File: src/rtl/core/spq_pkg.sv
// Shared types, register indexes and helper functions for the sprite quad expander.
// No dependencies; every other file of the block imports this package.
package spq_pkg;

    localparam int CfgIndexW = 8;
    localparam int CfgDataW = 32;
    localparam int SpriteWidthW = 31;
    localparam int ScaleW = 16;
    localparam int ProdW = ScaleW + SpriteWidthW;
    localparam int HalfShift = 9;
    localparam int WideW = 40;
    localparam int VertCntW = 3;
    localparam logic [VertCntW-1:0] LAST_VERTEX = 3'd5;

    typedef enum logic [CfgIndexW-1:0] {
        CFG_SPRITE_WIDTH = 8'd0,
        CFG_GLOBAL_SCALE = 8'd1,
        CFG_PER_PARTICLE_MODE = 8'd2,
        CFG_TEX_U_LEFT = 8'd3,
        CFG_TEX_V_BOTTOM = 8'd4,
        CFG_TEX_U_RIGHT = 8'd5,
        CFG_TEX_V_TOP = 8'd6
    } cfg_index_t;

    typedef struct packed {
        logic signed [31:0] pos_x;
        logic signed [31:0] pos_y;
        logic [15:0]        size_scale;
        logic [7:0]         red_in;
        logic [7:0]         green_in;
        logic [7:0]         blue_in;
        logic [7:0]         alpha_in;
        logic               alive;
    } particle_t;

    typedef struct packed {
        logic signed [31:0] vert_x;
        logic signed [31:0] vert_y;
        logic [15:0]        tex_u;
        logic [15:0]        tex_v;
        logic [7:0]         red_out;
        logic [7:0]         green_out;
        logic [7:0]         blue_out;
        logic [7:0]         alpha_out;
        logic               last_vertex;
    } vertex_t;

    typedef struct packed {
        logic [SpriteWidthW-1:0] sprite_width;
        logic [ScaleW-1:0]       global_scale;
        logic                    per_particle_mode;
        logic [15:0]             tex_u_left;
        logic [15:0]             tex_v_bottom;
        logic [15:0]             tex_u_right;
        logic [15:0]             tex_v_top;
    } cfg_t;

    typedef struct packed {
        logic [31:0] x_left;
        logic [31:0] x_right;
        logic [31:0] y_bottom;
        logic [31:0] y_top;
        logic [7:0]  red;
        logic [7:0]  green;
        logic [7:0]  blue;
        logic [7:0]  alpha;
    } quad_t;

    function automatic logic [31:0] sat32(input logic signed [WideW-1:0] v);
        logic [31:0] r;
        if (v > 40'sh007FFFFFFF) begin
            r = 32'h7FFFFFFF;
        end else if (v < -40'sh0080000000) begin
            r = 32'h80000000;
        end else begin
            r = v[31:0];
        end
        return r;
    endfunction

    function automatic logic corner_right(input logic [VertCntW-1:0] idx);
        logic r;
        case (idx)
            3'd1, 3'd2, 3'd3: r = 1'b1;
            default: r = 1'b0;
        endcase
        return r;
    endfunction

    function automatic logic corner_top(input logic [VertCntW-1:0] idx);
        logic r;
        case (idx)
            3'd2, 3'd3, 3'd4: r = 1'b1;
            default: r = 1'b0;
        endcase
        return r;
    endfunction

endpackage

File: src/rtl/core/sprite_quad_expander.sv
// Top level of the sprite quad expander: configuration registers and the
// front, queue and back instances. Depends on spq_pkg and the spq_* modules.

// Each live particle becomes six vertices (two triangles of a square quad), emitted
// one per cycle on the single vertex output port while out_ready holds, which sets the
// pace of a steady stream of live particles. Dead particles are taken at one per cycle
// while in_ready is high and produce nothing. The front end registers the multiply and
// forms the edge sums from that register, and a two-entry queue lets it keep
// accepting while the back end is still emitting an earlier quad. The
// configuration port is always ready; write it only while the block is idle.
module sprite_quad_expander
    import spq_pkg::*;
(
    input  logic                 clk,
    input  logic                 rst_n,
    input  logic                 in_valid,
    output logic                 in_ready,
    input  particle_t            in_data,
    output logic                 out_valid,
    input  logic                 out_ready,
    output vertex_t              out_data,
    input  logic                 cfg_valid,
    output logic                 cfg_ready,
    input  logic [CfgIndexW-1:0] cfg_index,
    input  logic [CfgDataW-1:0]  cfg_data
);

    cfg_t  cfg_reg;
    logic  push_valid;
    logic  push_ready;
    quad_t push_data;
    logic  pop_valid;
    logic  pop_ready;
    quad_t pop_data;

    assign cfg_ready = 1'b1;

    always_ff @(posedge clk or negedge rst_n)
    begin
        if (!rst_n)
        begin
            cfg_reg.sprite_width <= 31'd65536;
            cfg_reg.global_scale <= 16'd256;
            cfg_reg.per_particle_mode <= 1'b1;
            cfg_reg.tex_u_left <= 16'd0;
            cfg_reg.tex_v_bottom <= 16'd0;
            cfg_reg.tex_u_right <= 16'hFFFF;
            cfg_reg.tex_v_top <= 16'hFFFF;
        end
        else if (cfg_valid)
        begin
            case (cfg_index)
                CFG_SPRITE_WIDTH: cfg_reg.sprite_width <= cfg_data[SpriteWidthW-1:0];
                CFG_GLOBAL_SCALE: cfg_reg.global_scale <= cfg_data[ScaleW-1:0];
                CFG_PER_PARTICLE_MODE: cfg_reg.per_particle_mode <= cfg_data[0];
                CFG_TEX_U_LEFT: cfg_reg.tex_u_left <= cfg_data[15:0];
                CFG_TEX_V_BOTTOM: cfg_reg.tex_v_bottom <= cfg_data[15:0];
                CFG_TEX_U_RIGHT: cfg_reg.tex_u_right <= cfg_data[15:0];
                CFG_TEX_V_TOP: cfg_reg.tex_v_top <= cfg_data[15:0];
                default: ;
            endcase
        end
    end

    spq_front u_front (
        .clk        (clk),
        .rst_n      (rst_n),
        .cfg        (cfg_reg),
        .in_valid   (in_valid),
        .in_ready   (in_ready),
        .in_data    (in_data),
        .push_valid (push_valid),
        .push_ready (push_ready),
        .push_data  (push_data)
    );

    spq_queue u_queue (
        .clk        (clk),
        .rst_n      (rst_n),
        .push_valid (push_valid),
        .push_ready (push_ready),
        .push_data  (push_data),
        .pop_valid  (pop_valid),
        .pop_ready  (pop_ready),
        .pop_data   (pop_data)
    );

    spq_back u_back (
        .clk       (clk),
        .rst_n     (rst_n),
        .cfg       (cfg_reg),
        .pop_valid (pop_valid),
        .pop_ready (pop_ready),
        .pop_data  (pop_data),
        .out_valid (out_valid),
        .out_ready (out_ready),
        .out_data  (out_data)
    );

endmodule

File: src/rtl/core/spq_front.sv
// Front end: accepts particles, drops dead ones, computes the half-size product
// and the four saturated edge coordinates. Depends on spq_pkg.
module spq_front
    import spq_pkg::*;
(
    input  logic      clk,
    input  logic      rst_n,
    input  cfg_t      cfg,
    input  logic      in_valid,
    output logic      in_ready,
    input  particle_t in_data,
    output logic      push_valid,
    input  logic      push_ready,
    output quad_t     push_data
);

    logic              a_valid_reg;
    logic [ProdW-1:0]  a_prod_reg;
    logic [31:0]       a_pos_x_reg;
    logic [31:0]       a_pos_y_reg;
    logic [31:0]       a_rgba_reg;
    logic [ScaleW-1:0] scale;
    logic              load;

    logic signed [WideW-1:0] hs;
    logic signed [WideW-1:0] px;
    logic signed [WideW-1:0] py;

    assign scale = cfg.per_particle_mode ? in_data.size_scale : cfg.global_scale;
    assign in_ready = !a_valid_reg || push_ready;
    assign load = in_valid && in_ready && in_data.alive;

    always_ff @(posedge clk or negedge rst_n)
    begin
        if (!rst_n)
        begin
            a_valid_reg <= 1'b0;
        end
        else if (in_ready)
        begin
            a_valid_reg <= in_valid && in_data.alive;
        end
    end

    always_ff @(posedge clk)
    begin
        if (load)
        begin
            a_prod_reg <= ProdW'(scale) * ProdW'(cfg.sprite_width);
            a_pos_x_reg <= in_data.pos_x;
            a_pos_y_reg <= in_data.pos_y;
            a_rgba_reg <= {in_data.red_in, in_data.green_in, in_data.blue_in,
                           in_data.alpha_in};
        end
    end

    assign hs = $signed(WideW'(a_prod_reg[ProdW-1:HalfShift]));
    assign px = $signed({{(WideW-32){a_pos_x_reg[31]}}, a_pos_x_reg});
    assign py = $signed({{(WideW-32){a_pos_y_reg[31]}}, a_pos_y_reg});

    assign push_valid = a_valid_reg;
    assign push_data.x_left = sat32(px - hs);
    assign push_data.x_right = sat32(px + hs);
    assign push_data.y_bottom = sat32(py - hs);
    assign push_data.y_top = sat32(py + hs);
    assign push_data.red = a_rgba_reg[31:24];
    assign push_data.green = a_rgba_reg[23:16];
    assign push_data.blue = a_rgba_reg[15:8];
    assign push_data.alpha = a_rgba_reg[7:0];

endmodule

File: src/rtl/core/spq_queue.sv
// Two-entry queue of expanded quads between the front and back ends.
// Depends on spq_pkg.
module spq_queue
    import spq_pkg::*;
(
    input  logic  clk,
    input  logic  rst_n,
    input  logic  push_valid,
    output logic  push_ready,
    input  quad_t push_data,
    output logic  pop_valid,
    input  logic  pop_ready,
    output quad_t pop_data
);

    quad_t      mem_reg [2];
    logic       wr_ptr_reg;
    logic       rd_ptr_reg;
    logic [1:0] count_reg;
    logic       push;
    logic       pop;

    assign push_ready = count_reg != 2'd2;
    assign pop_valid = count_reg != 2'd0;
    assign push = push_valid && push_ready;
    assign pop = pop_valid && pop_ready;
    assign pop_data = mem_reg[rd_ptr_reg];

    always_ff @(posedge clk or negedge rst_n)
    begin
        if (!rst_n)
        begin
            wr_ptr_reg <= 1'b0;
            rd_ptr_reg <= 1'b0;
            count_reg <= 2'd0;
        end
        else
        begin
            if (push)
            begin
                wr_ptr_reg <= !wr_ptr_reg;
            end
            if (pop)
            begin
                rd_ptr_reg <= !rd_ptr_reg;
            end
            if (push && !pop)
            begin
                count_reg <= count_reg + 2'd1;
            end
            else if (pop && !push)
            begin
                count_reg <= count_reg - 2'd1;
            end
        end
    end

    always_ff @(posedge clk)
    begin
        if (push)
        begin
            mem_reg[wr_ptr_reg] <= push_data;
        end
    end

endmodule

File: src/rtl/core/spq_back.sv
// Back end: walks the six vertices of the quad at the queue head into an
// output register. Depends on spq_pkg.
module spq_back
    import spq_pkg::*;
(
    input  logic    clk,
    input  logic    rst_n,
    input  cfg_t    cfg,
    input  logic    pop_valid,
    output logic    pop_ready,
    input  quad_t   pop_data,
    output logic    out_valid,
    input  logic    out_ready,
    output vertex_t out_data
);

    logic                out_valid_reg;
    vertex_t             out_data_reg;
    logic [VertCntW-1:0] cnt_reg;
    logic                emit;
    logic                right;
    logic                top;

    assign emit = pop_valid && (!out_valid_reg || out_ready);
    assign pop_ready = emit && (cnt_reg == LAST_VERTEX);
    assign right = corner_right(cnt_reg);
    assign top = corner_top(cnt_reg);

    always_ff @(posedge clk or negedge rst_n)
    begin
        if (!rst_n)
        begin
            out_valid_reg <= 1'b0;
            cnt_reg <= '0;
        end
        else
        begin
            if (!out_valid_reg || out_ready)
            begin
                out_valid_reg <= pop_valid;
            end
            if (emit)
            begin
                cnt_reg <= (cnt_reg == LAST_VERTEX) ? '0 : cnt_reg + 3'd1;
            end
        end
    end

    always_ff @(posedge clk)
    begin
        if (emit)
        begin
            out_data_reg.vert_x <= right ? pop_data.x_right : pop_data.x_left;
            out_data_reg.vert_y <= top ? pop_data.y_top : pop_data.y_bottom;
            out_data_reg.tex_u <= right ? cfg.tex_u_right : cfg.tex_u_left;
            out_data_reg.tex_v <= top ? cfg.tex_v_top : cfg.tex_v_bottom;
            out_data_reg.red_out <= pop_data.red;
            out_data_reg.green_out <= pop_data.green;
            out_data_reg.blue_out <= pop_data.blue;
            out_data_reg.alpha_out <= pop_data.alpha;
            out_data_reg.last_vertex <= cnt_reg == LAST_VERTEX;
        end
    end

    assign out_valid = out_valid_reg;
    assign out_data = out_data_reg;

endmodule

File: config.mk
export PLATFORM = sky130hd
export DESIGN_NAME = sprite_quad_expander
export DESIGN_NICKNAME = d
export VERILOG_FILES = /design/src/rtl/core/spq_pkg.sv /design/src/rtl/core/sprite_quad_expander.sv /design/src/rtl/core/spq_front.sv /design/src/rtl/core/spq_queue.sv /design/src/rtl/core/spq_back.sv
export SDC_FILE = /design/constraint.sdc
export NUM_CORES = 2
export LEC_CHECK = 0
export ABC_CLOCK_PERIOD_IN_PS = 11000
export BUFFER_PORTS_ARGS = -buffer_cell sky130_fd_sc_hd__buf_2
export CAP_MARGIN = 40
export CORE_UTILIZATION = 35
export DETAILED_ROUTE_END_ITERATION = 12
export PLACE_DENSITY_LB_ADDON = 0.15
export SLEW_MARGIN = 10
export SYNTH_ARGS = -nofsm -noshare
export SYNTH_HDL_FRONTEND = slang
export SYNTH_SLANG_ARGS = --single-unit
File: constraint.sdc
create_clock -name clk -period 11 [get_ports clk]
set_input_delay 0.55 -clock clk [delete_from_list [all_inputs] [get_ports clk]]
set_output_delay 0.55 -clock clk [all_outputs]
set_load 0.01 [all_outputs]
---- Yosys cells after proc, flatten, opt, wreduce, memory -nomap -nowiden ----
Memories as Yosys holds them, arrays and structs flattened.
Cells that the tools add are included.
word-level totals
  register bits after elaboration ......... 393
  logic and storage cells ................. 104
  output and inout bits ................... 132
  memories kept ........................... 1
  bits in writable memories ............... 320
memory list
  memory           depth  bits a word  rd ports  clocked after memory_dff  wr ports  line             RTL
  u_queue.mem_reg  2      160          1         0                         1         spq_queue.sv:16  quad_t mem_reg [2];
operators by class
  reductions and logical operators ........ 29
  muxes and demuxes ....................... 20
  eq/ne operators ......................... 12
  add/sub/neg operators ................... 7
  order comparisons ....................... 8
  multipliers ............................. 1
operators by type and width
  cell                                                                               number
  32-bit 2-to-1 mux                                                                  10
  40-bit by 32-bit greater-than comparator with 1-bit output, second input constant  4
  40-bit by 32-bit less-than comparator with 1-bit output, second input constant     4
  32-bit by 39-bit adder with 40-bit output                                          2
  32-bit by 39-bit subtractor with 40-bit output                                     2
  16-bit 2-to-1 mux                                                                  3
  16-bit by 31-bit multiplier with 47-bit output                                     1
  8-bit by 3-bit equality test with 1-bit output, second input constant              3
  8-bit by 2-bit equality test with 1-bit output, second input constant              2
  2-bit AND reduction                                                                7
  1-bit logical AND                                                                  9
  8-bit by 1-bit equality test with 1-bit output, second input constant              1
  8-bit zero test                                                                    1
  3-bit by 2-bit equality test with 1-bit output, second input constant              2
  3-bit equality test, second input constant                                         2
  1-bit zero test                                                                    6
  3-bit OR reduction                                                                 2
  1-bit 2-to-1 mux                                                                   4
  2-bit 2-to-1 mux                                                                   2
  2-bit nonzero test                                                                 2
  3-bit by 1-bit adder with 3-bit output, second input constant                      1
  3-bit by 1-bit equality test with 1-bit output, second input constant              1
  3-bit 2-to-1 mux                                                                   1
  2-bit by 1-bit adder with 2-bit output, second input constant                      1
  other kinds (3)                                                                    4

---- Longest topological paths before layout ----
  depth after elaboration ................. 8
  gate-level depth with buffers ........... 27

---- Modules after synthesis ----
A second synthesis with hierarchy kept.
second synthesis, totals
  cells, all modules ...................... 4345
  area total of the unflattened synthesis .. 50888.8 µm²
by module, submodules not included
  module                seq. area each (µm²)  area an instance (µm²)  instances  cells each
  spq_front             4048.9                29060.4                 1          3322
  spq_queue             9709.3                12101.6                 1          516
  spq_back              3973.8                5432.7                  1          259
  sprite_quad_expander  2846.5                4294.1                  1          248

---- Least setup slack after synthesis ----
Ideal clock, no wire load.
  path type ............................... input to register
  start point ............................. in out_ready
  end point ............................... reg u_queue.count_reg[1]
  slack ................................... 2441 ps
  data required time ...................... 10921 ps
  buffers on the path ..................... 0
  arrival ................................. 8479 ps
  stages on the path ...................... 7
  cell sequence ........................... inv_1 > a21oi_1 > nand2_1 > ha_1 > xor2_1 > nor2_1 > xor2_1
on the way
  cells in the longest elaborated chain, start to end .. 7
ends and longest elaborated chain
  element                                                 line                        RTL
  from (decl)                                             sprite_quad_expander.sv:20  input logic out_ready,
  1-bit logical OR *                                      spq_back.sv:24              assign emit = pop_valid && (!out_valid_reg || out_ready);
  1-bit logical AND *                                     spq_back.sv:24
  named net u_back.emit                                   spq_back.sv:20              logic emit;
  1-bit logical AND *                                     spq_back.sv:25              assign pop_ready = emit && (cnt_reg == LAST_VERTEX);
  1-bit logical AND *                                     spq_queue.sv:26             assign pop = pop_valid && pop_ready;
  1-bit zero test                                         spq_queue.sv:47             if (push && !pop)
  1-bit logical AND                                       spq_queue.sv:47
  2-bit 2-to-1 mux or 2-bit nonzero test (tied branches)  -
  to (signal assigned)                                    spq_queue.sv:49             count_reg <= count_reg + 2'd1;
  to (signal assigned)                                    spq_queue.sv:53             count_reg <= count_reg - 2'd1;
  to (decl)                                               spq_queue.sv:19             logic [1:0] count_reg;
The timed path passes the listed nets; every way through them passes the cells marked *.
A chain may end at the register's enable or synchronous reset.

---- Worst setup path in the final report ----
  start point ............................. reg cfg_reg[64] (netlist bit)
  end point ............................... reg u_front.a_prod_reg[31] (data pin)
on the way
  cells in the longest elaborated chain, start to end .. 2
ends and longest elaborated chain
  element                                         line                        RTL
  from (decl)                                     sprite_quad_expander.sv:28  cfg_t cfg_reg;
  16-bit 2-to-1 mux                               spq_front.sv:29             assign scale = cfg.per_particle_mode ? in_data.size_scale : cfg.global_scale;
  16-bit by 31-bit multiplier with 47-bit output  spq_front.sv:49             a_prod_reg <= ProdW'(scale) * ProdW'(cfg.sprite_width);
  to (signal assigned)                            spq_front.sv:49
  to (decl)                                       spq_front.sv:18             logic [ProdW-1:0] a_prod_reg;
No other way between the ends.

==> results_dict.tcl <==
set metrics [dict create \
    htree_levels 3 \
    die_area_mm2 0.143 \
    critPathTopFamily "adder cells" \
    initial_core_util_pct 35.4 \
    max_slew.worst_pin.slew_ps 916 \
    numPortBuffers 287 \
    ys_ff_latch 704 \
    worstHoldEndpoint "u_front.a_pos_x_reg[27]" \
    ys.flop_type "edfxtp_1" \
    drive_above_1_share_pct 17.1 \
    worst_hold_slack_ps 47.2 \
    wl_per_cell_um 20.9 \
    slew_headroom_pct 39.0 \
    holdPathStages 1 \
    dp_hpwl_um 102000 \
    hold_path_class "input pin to register" \
    synth_most_common_cell "edfxtp_1" \
    crit_chain "mux2_2 > and2_1 > fa_1 > inv_1 > fa_1 > fa_1 > inv_1 > fa_1 > fa_1 > inv_1 > fa_1 > inv_1 > ha_1 > and3_1 > a221o_1 > a2111oi_2 > o31a_1 > o21ai_0 > a21o_1 > a41oi_1 > o21bai_1 > xor2_1" \
    cts_buffers 80 \
    synth-warning-count 0 \
    synth_cell_types 87 \
    yosys.area.top_type "edfxtp_1" \
    cts_resized 0 \
    start_kind "register" \
    slew_violations 0 \
    synth_top_area_share_pct 35.3 \
    post_cts_buffers 0 \
    worstPathMaxFanout 31 \
    antenna_found_initial 6 \
    synth_common_cells "583 x edfxtp_1, 557 x inv_1, 407 x fa_1, 392 x nand2_1, 271 x ha_1" \
    rrSetupSlack_ps 2910 \
    syn_inst 4271 \
    path_class "register to register" \
    fmax_ghz 0.124 \
    fin_crit_sh_pct 73.6 \
    path_buf_inv 4 \
    track_usage_pct 19.0 \
    final_util_pct 40.2 \
    ant_nets 0 \
    synth_edf_count 583 \
    r2r_start "cfg_reg[64]" \
    cts_num_sinks 704 \
    largest_reg_flops 320 \
    clock_skew_ps 66.0 \
    root_buffer "clkbuf_16" \
    critPathCaptureType "register" \
    drcViolationCount 0 \
    grt_pass1_wl_um 208000 \
    hold_violations 0 \
    ioPinCount 290 \
    drtPass1Iterations 5 \
    syn_area_per_cell_um2 11.6 \
    grt_max_degree 122 \
    powerDensity_mw_per_mm2 160 \
    hp-start "in_data[108]" \
    syn_to_final_growth_pct 13.5 \
    hold_buffers 58 \
    crit_path_top_delay_cell "dfstp_2" \
    rsz0062_at_grt "no" \
    min_period_ps 8090 \
    gr-total-overflow 0 \
    finalSetupTns_ps 0 \
    clock_path_buffers 3 \
    synthArstFlopShare_pct 17.2 \
    max_cap_viol_count 0 \
    power.leakage_nw 23.8 \
    drt_iter0_drc 1845 \
    arrival_ps 8520 \
    die_h_um 379 \
    rows 137 \
    core_area_mm2 0.140 \
    cp_data_required_time_ps 11430 \
    cp_slowest_stage_delay_ps 790 \
    synth_area_leaders "edfxtp_1 35%, fa_1 16%, ha_1 6.8%" \
    status "completed" \
    syn_area_mm2 0.0496 \
    die_x_um 379 \
    synth_nets 5107 \
    wirelength_um 135000 \
    clk_pin_slew_worst_paths_ps 60 \
    yosysSeqAreaShare_pct 41.5 \
    gp_congestion 0.870 \
    first_global_vias 33800 \
    peakVddDrop_uv 147 \
    r2r-end "u_front.a_prod_reg[31]" \
    r2r_cells 22 \
    pre_cts_ws_ps 2780 \
    cts_tree "yes" \
    via_count 32500 \
    clk_latency_ps 700 \
    nNetsFinal 5376 \
    critPathMostFrequentCell "fa_1" \
    finalSetupViolCount 0 \
    vias_per_cell 5.01 \
    fin_ws_ps 2910 \
]
-- power by group --
group	leakage, nW	internal (W)	total (W)	switching (W)
logic	15.5	0.000978	0.00249	0.00151
registers	7.00	0.00362	0.00385	0.000226
clock network	1.25	0.00151	0.00265	0.00114
-- cell families after synthesis --
kind of cell / after synthesis / share of synthesized area [%]
and+or+nand+nor: 1006 / 9.94
buffers and inverters: 764 / 5.96
DFF: 704 / 41.5
adders and majority gates: 678 / 23.3
AOI/OAI and AO/OA: 673 / 8.76
muxes: 261 / 7.37
xor gates and xnor gates: 184 / 3.25
other: 1 / 0.00756
-- how the worst max path moves through the flow --
stage	start	depth (start not counted)	slack [ps]	endpoint
2_1_floorplan	out_ready	7	2440	u_queue.count_reg[1]
3_3_place_gp	cfg_reg[64]	22	2770	u_front.a_prod_reg[31]
3_5_place_dp	cfg_reg[64]	22	2780	u_front.a_prod_reg[31]
4_1_cts	cfg_reg[64]	22	2780	u_front.a_prod_reg[31]
5_1_grt	cfg_reg[64]	22	2480	u_front.a_prod_reg[31]
6_report	cfg_reg[64]	22	2910	u_front.a_prod_reg[31]
-- through the flow --
stage	power [W]	instance area (µm²)	std cells
floorplan	0.00554	49600	4271
global placement	0.00642	52900	6267
detailed placement	0.00646	53100	6276
CTS	0.00918	56300	6479
global route	0.00949	56300	6480
finish	0.00899	56300	6480
-- cell usage in the layout, fill, tap and decap left out, types with 20 or more instances in the layout --
master | netlist | final
dfstp_2 | 35 | 35
ha_1 | 271 | 271
nor2b_1 | 29 | 28
inv_1 | 557 | 557
dlygate4sd3_1 | 0 | 58
and2_1 | 213 | 213
a31oi_1 | 25 | 25
fa_1 | 407 | 407
a21o_1 | 100 | 100
xor2_1 | 36 | 36
nor2_1 | 131 | 129
clkinv_1 | 2 | 20
mux2_2 | 195 | 195
buf_4 | 1 | 36
buf_2 | 43 | 286
nor3_1 | 43 | 42
nand2_1 | 392 | 392
o31ai_1 | 34 | 34
o21ai_1 | 33 | 33
dfrtp_1 | 86 | 85
nand3_1 | 51 | 51
xnor2_1 | 148 | 148
a21oi_1 | 186 | 184
nor4_1 | 25 | 25
clkbuf_16 | 0 | 80
edfxtp_1 | 583 | 583
o21bai_1 | 20 | 20
mux4_2 | 64 | 64
o211ai_1 | 23 | 23
o21ai_0 | 117 | 117
nand2b_1 | 25 | 25
-- metal layers --
layer	track usage (%)	vias to the layer above	part of all wire, %
li1	-	15100	-
met1	25.6	16600	45
met2	32.5	637	49
met3	2.65	132	3.7
met4	3.57	4	1.5
met5	0	-	0.025
-- cell type report --
class | count | area, µm²
clock inverter | 47 | 507
clock buffer | 98 | 2090
multi-input combinational | 2803 | 26200
sequential | 704 | 20600
tap | 1876 | 2350
antenna | 1 | 2.50
inverter | 560 | 2100
timing repair buffer | 391 | 2500
fill | 13500 | 83700
Note: power is estimated with default switching activity, not from simulation.
